`src/rtl/slrm_pkg.sv`:
```
// ----------------------------------------------------------------------------
// slrm_pkg
// Shared types and constants for the sequence loss and reorder monitor.
// ----------------------------------------------------------------------------
`timescale 1ns / 1ps

package slrm_pkg;

  // field widths
  localparam int unsigned CMD_W = 2;
  localparam int unsigned ID_W  = 16;
  localparam int unsigned CNT_W = 13;
  localparam int unsigned DIS_W = 16;
  localparam int unsigned CUR_W = CNT_W + 1;

  // command codes
  localparam logic [CMD_W-1:0] CMD_RECORD = 2'd0;
  localparam logic [CMD_W-1:0] CMD_FETCH  = 2'd1;
  localparam logic [CMD_W-1:0] CMD_CLEAR  = 2'd2;
  localparam logic [CMD_W-1:0] CMD_NOP    = 2'd3;

  // controller to datapath commands
  typedef struct packed {
    logic rec;      // record transaction accepted
    logic clr;      // clear transaction accepted
    logic nop;      // other transaction accepted, report counters
    logic sweep;    // zero one bitmap entry
    logic rd;       // read bitmap at scan cursor, advance cursor
    logic ev_hit;   // scanned entry was seen, end current run
    logic ev_miss;  // scanned entry was missing, report it
    logic fin;      // scan passed the expected count, report done
  } dp_cmd_t;

  // datapath to controller status
  typedef struct packed {
    logic out_free;     // output register empty or being taken
    logic sweep_last;   // clearing pass at last entry
    logic cursor_past;  // scan cursor above expected count
    logic entry_seen;   // registered bitmap read data
  } dp_status_t;

endpackage

```
`src/rtl/slrm_ctrl.sv`:
```
// ----------------------------------------------------------------------------
// slrm_ctrl
// Controller: accepts transactions, sequences the clearing pass and the scan.
// ----------------------------------------------------------------------------
`timescale 1ns / 1ps

module slrm_ctrl
  import slrm_pkg::*;
(
  input  logic             clk_i,
  input  logic             rst_ni,
  input  logic             in_valid_i,
  output logic             in_stall_o,
  input  logic [CMD_W-1:0] cmd_i,
  input  dp_status_t       status_i,
  output dp_cmd_t          cmd_o
);

  typedef enum logic [1:0] {
    ST_CLEAR,
    ST_IDLE,
    ST_RD,
    ST_EV
  } state_e;

  state_e state_q, state_d;
  logic   take;

  // input handshake
  assign in_stall_o = !((state_q == ST_IDLE) && status_i.out_free);
  assign take       = in_valid_i && !in_stall_o;

  // command decode and next state
  always_comb begin
    cmd_o   = '0;
    state_d = state_q;
    case (state_q)
      ST_CLEAR: begin
        cmd_o.sweep = 1'b1;
        if (status_i.sweep_last) begin
          state_d = ST_IDLE;
        end
      end
      ST_IDLE: begin
        if (take) begin
          case (cmd_i)
            CMD_RECORD: cmd_o.rec = 1'b1;
            CMD_FETCH:  state_d = ST_RD;
            CMD_CLEAR: begin
              cmd_o.clr = 1'b1;
              state_d   = ST_CLEAR;
            end
            default:    cmd_o.nop = 1'b1;
          endcase
        end
      end
      ST_RD: begin
        if (status_i.cursor_past) begin
          cmd_o.fin = 1'b1;
          state_d   = ST_IDLE;
        end else begin
          cmd_o.rd = 1'b1;
          state_d  = ST_EV;
        end
      end
      ST_EV: begin
        if (status_i.entry_seen) begin
          cmd_o.ev_hit = 1'b1;
          state_d      = ST_RD;
        end else begin
          cmd_o.ev_miss = 1'b1;
          state_d       = ST_IDLE;
        end
      end
      default: state_d = ST_IDLE;
    endcase
  end

  // state register, clearing pass runs after reset
  always_ff @(posedge clk_i or negedge rst_ni) begin
    if (!rst_ni) begin
      state_q <= ST_CLEAR;
    end else begin
      state_q <= state_d;
    end
  end

endmodule

```
`config.mk`:
```
export PLATFORM = sky130hd
export DESIGN_NAME = slrm_ctrl
export DESIGN_NICKNAME = d
export VERILOG_FILES = /design/src/rtl/slrm_pkg.sv /design/src/rtl/slrm_ctrl.sv
export SDC_FILE = /design/constraint.sdc
export NUM_CORES = 1
export LEC_CHECK = 0
export ABC_AREA = 1
export BUFFER_PORTS_ARGS = -buffer_cell sky130_fd_sc_hd__buf_2
export CORE_AREA = 2 2 39 41
export DETAILED_ROUTE_END_ITERATION = 6
export DIE_AREA = 0 0 41 43
export PLACE_DENSITY_LB_ADDON = 0.12
export REMOVE_ABC_BUFFERS = 1
export SYNTH_ARGS = -nofsm -noshare
export SYNTH_HDL_FRONTEND = slang
export SYNTH_SLANG_ARGS = --single-unit
```
`constraint.sdc`:
```
create_clock -name clk_i -period 1.8 [get_ports clk_i]
set_clock_uncertainty 0.1 [all_clocks]
set_input_delay 0.09 -clock clk_i [delete_from_list [all_inputs] [get_ports clk_i]]
set_output_delay 0.09 -clock clk_i [all_outputs]
set_load 0.02 [all_outputs]
```
-- Yosys cells after proc, flatten, opt, wreduce, memory -nomap -nowiden
Cells that the tools add are included.
- register bits: 2
- word-level logic and storage cells: 35
- output and inout port bits: 9
- equality and inequality tests: 8
- multiplexer cells: 19
- reduce and logical (&&, ||, !) cells: 7
- operator list (operator ; number):
    $mux W1 ; 10
    $mux W2 ; 5
    $pmux W2 S4 ; 1
    $eq A2 B2 Y1 const B ; 3
    $mux W3 ; 2
    $eq A2 B1 Y1 const B ; 2
    $logic_not A2 Y1 ; 2
    $ne A2 B2 Y1 const B ; 2
    $pmux W2 S2 ; 1
    $ne A3 B1 Y1 const B ; 1
    $reduce_and A3 Y1 ; 1
    $reduce_or A3 Y1 ; 1
    $logic_and A1 B1 Y1 ; 2
    $logic_not A1 Y1 ; 1

-- Logic depth before layout (Yosys ltp)
Gate-level depths: netlist (run 1).
- depth in word-level cells: 5
- mapped depth: 5

-- Least setup slack after synthesis (run 1)
OpenSTA, ideal clock, no wires.
- kind: register to register
- start point: reg state_q[1]
- end point: reg state_q[0]
- period minus slack after synthesis: 1198 ps
- required time: 1574 ps
- setup time: 126 ps
- cell stages (with the launch flop): 5
- setup slack: 602 ps
- data arrival time: 973 ps
- cells stage by stage: dfrtp_1 -> nor2_1 -> nand2_1 -> nand2_1 -> nand3_1
- cells in the longest elaborated chain, start to end: 5
- RTL lines (what ; line ; RTL):
    start, declared ; slrm_ctrl.sv:26 ; state_e state_q, state_d;
    start signal, assigned ; slrm_ctrl.sv:84 ; state_q <= state_d;
    $eq A2 B1 Y1 ; slrm_ctrl.sv:30, slrm_ctrl.sv:37 ;
    $logic_and A1 B1 Y1 ; slrm_ctrl.sv:30 ; assign in_stall_o = !((state_q == ST_IDLE) && status_i.out_free);
    $logic_and A1 B1 Y1 ; slrm_ctrl.sv:31 ; assign take = in_valid_i && !in_stall_o;
    $ne A2 B2 Y1 (no line) ; - ;
    $reduce_and A3 Y1 (no line) ; - ;
Several ways; a longest one is shown, not always the timed one.
A chain may end at the register's enable or synchronous reset.

==> run metrics, run 1 <==
status=finished, final reports clean; CTS tree=done; number of global-route vias before repair=224; synthesized cell area=233 um2; initial antenna violation count=0; worst-margin pin slew=roughly 0.21 ns; first-pass GRT wire length=about 770 um; synth warn=0; reg2reg path depth=5; Worst Setup Start Kind=register; post-CTS sizing=0; Tcrit/Tclk final=0.801; Hold Vio Cnt, Final=0; FF-to-FF setup slack=around 0.68 ns; top flop regs=state_q (2); H-tree depth=1; post-synth cell types=12; fin cells=between 70 and 80; Top-Level Pins=18; Die W=roughly 41 um; Tmin final=1.44 ns; hold path cells=5; Setup violations, final=0; Hold Path End=state_q[0]; RSZ-0062 raised after global routing=false; Mapped Avg Cell Area=a little over 6 um2; Setup WS post-layout=about 0.36 ns; worst r2r src=state_q[0]; Core Footprint=~1400 um2; commonest non-fill, non-tap cell in the layout=buf_2; Placer Congestion=0.614; Die Height=43 um; Final HPWL DP=approximately 470 um; Rows=14; Final Power=0.453 mW; Placed Cells incl. Taps=just over 70; post-synthesis sequential element count=2; Pre-Repair DR Iteration Count=4; VDD IR max=~0.00026 V; fin. max-slew vios=0; Place WS=~0.6 ns; Die Area=roughly 1800 um2; critical path peak fanout=6; Critical R2R Capture=state_q[1]; clock-pin slew on the worst setup and hold paths=around 0.030 ns; gr ovfl total=0; area grow syn2layout=59.1%; Largest Register=state_q; Crit path required time=1.61 ns; WS Path Type=register to primary output; Max transition margin=0.861; Max-cap violations=0; Total GRT Usage=0.0622; hold crit path type=input pin to register; cell count after synthesis=38; Max Fclk=a little under 700 MHz; Starting Density=0.168; CTS Buf Count=3; leakage power total=between 0.2 and 0.25 nW; max reg flops=2; largest net degree at the start of global routing=7; wire length per cell=7.47 um; final design utilization=0.268; worst skew pair latency=around 0.22 ns; drt total wl=around 560 um; drt via density=approximately 3.8; hold_ws=0.0719 ns; # diodes=0; Iteration-0 DRC Markers=1; clk buf depth=2; ratio of cells with drive above 1 in the final layout=0.441; hold path start=status_i[2]; Crit. End Element=primary output; PD cells=around 1200 nW/um2; delay of the slowest cell on the worst path=between 0.4 and 0.5 ns; Port-buffer cells=17; CP cell instances=inv_2 -> nor2_4 -> nand3_4 -> nor3_2 -> buf_2; DRC errors left=0; most frequent cells in the layout=buf_2 (17), inv_1 (9), nand2_1 (8); Post-DP Area=between 300 and 400 um2; Clock Sinks=2; worst path arrival time=between 1 and 1.5 ns; root buf cell=clkbuf_4; Finished Cell Area=370 um2; vias=around 280; Final ANT Viol Nets=0; Slowest-stage cell, CP=dfrtp_1; Final nets=70; Seq/Total Area, Yosys=0.215; setup TNS=0 ns
## where the power goes
group,internal (mW),total (mW),switching [mW],leakage [nW]
combinational,0.0932,0.262,0.169,0.200
sequential,0.0643,0.0956,0.0313,0.0235
clock,0.0733,0.0957,0.0224,0.0138
total,0.231,0.453,0.223,0.238
## critical path, delay by kind of cell, from the launching register on
family / cells / cell delay [ns]
flip-flops: 1 / 0.42
buffers and inverters: 2 / 0.26
AND/OR/NAND/NOR: 3 / 0.35
## area by class of cell
cell class / count / area [um2]
inverter: 10 / 37.5
tap: 16 / 20.0
timing repair buffer: 18 / 95.1
sequential: 2 / 50.0
multi-input combinational: 26 / 145
fill: 159 / 1010
clock buffer: 3 / 22.5
## routing by layer
metal | up-vias | GRT usage | routed length, um
met5 | - | 0 | 0
li1 | 158 | - | -
met4 | 0 | 0.0400 | 0
met1 | 113 | 0.0740 | 264
met3 | 0 | 0 | 50
met2 | 13 | 0.103 | 245
## worst max-delay path by stage
stage          slack, ns    endpoint  cells after the start       start
2_1_floorplan       0.60  state_q[0]                      4  state_q[1]
3_3_place_gp        0.61    cmd_o[5]                      5  state_q[0]
3_5_place_dp        0.59    cmd_o[5]                      5  state_q[0]
4_1_cts             0.34    cmd_o[5]                      5  state_q[0]
5_1_grt             0.24    cmd_o[5]                      5  state_q[0]
6_report            0.36    cmd_o[5]                      5  state_q[0]
## repair_timing
action,in CTS,in global routing
endpoints found under the hold margin,2,0
setup endpoints to repair,0,0
hold buffers,1,0
buffers inserted,0,0
## cell usage after synthesis (all sizes together)
cell type | instances | area, um2
inv | 10 | 37.5
nand2 | 8 | 30.0
nor2 | 7 | 33.8
nand3 | 5 | 37.5
nor3 | 4 | 30.0
dfrtp | 2 | 50.1
o21ai | 2 | 13.8
## cells by family after synthesis
kind of cell	Yosys count	share of synthesized area
DFF	2	0.215
buffers and inverters	10	0.161
and+or+nand+nor	24	0.565
AOI/OAI and AO/OA	2	0.0591
(Power assumes the default switching activity.)
==> run 2: changes to the inputs <==
--- a/config.mk
+++ b/config.mk
@@ -5,7 +5,7 @@
 export SDC_FILE = /design/constraint.sdc
 export NUM_CORES = 1
 export LEC_CHECK = 0
-export ABC_AREA = 1
+export ABC_AREA = 0
 export BUFFER_PORTS_ARGS = -buffer_cell sky130_fd_sc_hd__buf_2
 export CORE_AREA = 2 2 39 41
 export DETAILED_ROUTE_END_ITERATION = 6
==> constraint.sdc (replaced) <==
create_clock -name clk_i -period 1.45 [get_ports clk_i]
set_clock_uncertainty 0.1 [all_clocks]
set_input_delay 0.0725 -clock clk_i [delete_from_list [all_inputs] [get_ports clk_i]]
set_output_delay 0.0725 -clock clk_i [all_outputs]
set_load 0.02 [all_outputs]
==> run metrics, run 2 <==
status=finished, final reports clean; VDD IR max=0.000219 V (-16%); Pre-Repair DR Iteration Count=4 (unchanged); critical path peak fanout=4 (-2); Clock Sinks=2 (unchanged); ratio of cells with drive above 1 in the final layout=0.612 (+0.172); CTS Buf Count=3 (unchanged); CTS tree=done; Finished Cell Area=378 um2 (+2.0%); Worst Setup Start Kind=register; Final HPWL DP=460 um (-2.3%); root buf cell=clkbuf_4; Die Area=1760 um2 (unchanged); ys flop type=dfrtp_1; Crit. End Element=primary output; Placer Congestion=0.680 (+11%); cell count after synthesis=23 (-39%); Final nets=60 (-14%); clock-pin slew on the worst setup and hold paths=0.03 ns (about the same); number of global-route vias before repair=240 (+7.1%); post-synth cell types=16 (+4); Crit path required time=1.28 ns (-0.33 ns); Max transition margin=0.868 (+0.00672); wire length per cell=9.54 um (+28%); reg2reg path depth=3 (-2); max reg flops=2 (unchanged); drt total wl=620 um (+11%); Port-buffer cells=17 (unchanged); clk buf depth=2 (unchanged); PD cells=873 nW/um2 (-29%); most frequent cells in the layout=buf_2 (14), buf_4 (7), nor2_1 (3), clkbuf_4 (3), dlygate4sd3_1 (3); synthesized cell area=178 um2 (-24%); number of synthesized flops with an enable pin=0 (unchanged); hold crit path type=input pin to async pin; worst-margin pin slew=0.197 ns (-0.0116 ns); Die Height=43 um (unchanged); Hold Vio Cnt, Final=0 (unchanged); DRC errors left=0 (unchanged); Top-Level Pins=18 (unchanged); WS Path Type=register to primary output; Core Footprint=1380 um2 (unchanged); Seq/Total Area, Yosys=0.282 (+0.0666); fin cells=65 (-13%); largest net degree at the start of global routing=9 (+2); drt via density=3.91 (+3.2%); top flop regs=state_q (2); area leader, netlist=dfrtp_1; post-synth top area share=0.282 (+0.0666); leakage power total=0.205 nW (-14%); Setup WS post-layout=0.0421 ns (-0.315 ns); Final ANT Viol Nets=0 (unchanged); Area contributors post-synth=dfrtp_1 (28%), nor3_1 (8.5%), a311oi_2 (8.5%), nand2_1 (6.3%), nor2_1 (6.3%); Starting Density=0.128 (-0.0398); Post-DP Area=290 um2 (-14%); synth warn=0 (unchanged); Total GRT Usage=0.0863 (+0.0241); first-pass GRT wire length=993 um (+30%); H-tree depth=1 (unchanged); Tcrit/Tclk final=0.971; Place WS=0.217 ns (-0.369 ns); commonest cells in the synthesized netlist=nand2_1 (3), nor2_1 (3), nor3_1 (3), dfrtp_1 (2); Iteration-0 DRC Markers=6 (+5); setup TNS=0 ns (unchanged); async set-reset flop share out of synthesis=1.00 (unchanged); Placed Cells incl. Taps=57 (-20%); worst skew pair latency=0.23 ns (about the same); Mapped Avg Cell Area=7.72 um2 (+26%); fillers=162 (+1.9%); Largest Register=state_q; Die W=41 um (unchanged); RSZ-0062 raised after global routing=true; gr ovfl total=0 (unchanged); worst path arrival time=1.24 ns (about the same); Setup violations, final=0 (unchanged); # diodes=0 (unchanged); hold_ws=0.0637 ns (-0.00819 ns); Max Fclk=between 700 and 800 MHz; fin. max-slew vios=0 (unchanged); Max-cap violations=0 (unchanged); commonest non-fill, non-tap cell in the layout=buf_2; initial antenna violation count=0 (unchanged); vias=254 (-11%); Rows=14 (unchanged); post-synthesis sequential element count=2 (unchanged); area grow syn2layout=113%; Tmin final=around 1.4 ns
-- run 2: per-layer routing --
metal  vias to the layer above  part of all wire  track usage
li1                        132                 -            -
met4                         0             0.027       0.0600
met3                         2              0.11       0.0314
met1                       104              0.41       0.0997
met2                        16              0.45        0.125
met5                         -                 0            0
-- run 2: worst paths after layout --
path / start / end / slack (ns)
min in group clk_i: status_i[1] / state_q[1] / 0.09
max in group asynchronous: rst_ni / state_q[1] / 1.09
worst min-delay path: rst_ni / state_q[0] / 0.06
worst max-delay path: state_q[1] / cmd_o[6] / 0.04
worst min register to register: state_q[1] / state_q[1] / 0.51
worst max register to register: state_q[0] / state_q[0] / 0.30
-- run 2: cells by family after synthesis --
kind of cell | count (synthesis) | synth area share
buffers and inverters | 3 | 0.0845
AOI/OAI and AO/OA | 3 | 0.162
DFF | 2 | 0.282
xor gates and xnor gates | 1 | 0.0493
and+or+nand+nor | 14 | 0.423
-- run 2: timing repair --
action | in CTS | in global routing
gates resized for setup | 1 | 5
buffers inserted | 2 | 0
endpoints found under the hold margin | 4 | 0
pin swaps | 0 | 0
hold buffers | 3 | 0
setup endpoints to repair | 2 | 3
-- run 2: area by class of cell --
type / instances / area (um2) / area share
sequential: 2 / 50.0 / 0.132
inverter: 2 / 7.51 / 0.0199
clock buffer: 3 / 22.5 / 0.0596
timing repair buffer: 24 / 153 / 0.404
tap: 16 / 20.0 / 0.0530
multi-input combinational: 18 / 125 / 0.331
-- run 2: metrics by stage --
stage                     total power [mW]  utilization
after detailed placement             0.181        0.210
after global placement               0.180        0.210
after global routing                 0.357        0.273
after floorplan                      0.131            -
after CTS                            0.334        0.262
final                                0.330        0.273
-- run 2: critical path, stage by stage, from the launching register on --
cell,delay [ns]
dfrtp_1,0.36
and3b_2,0.28
nand2_2,0.08
nor3_2,0.12
buf_4,0.16
-- run 2: where the power goes --
group	total, mW	internal, mW	switching, mW
clock network	0.127	0.0916	0.0351
logic	0.137	0.0643	0.0722
registers	0.0667	0.0634	0.00332
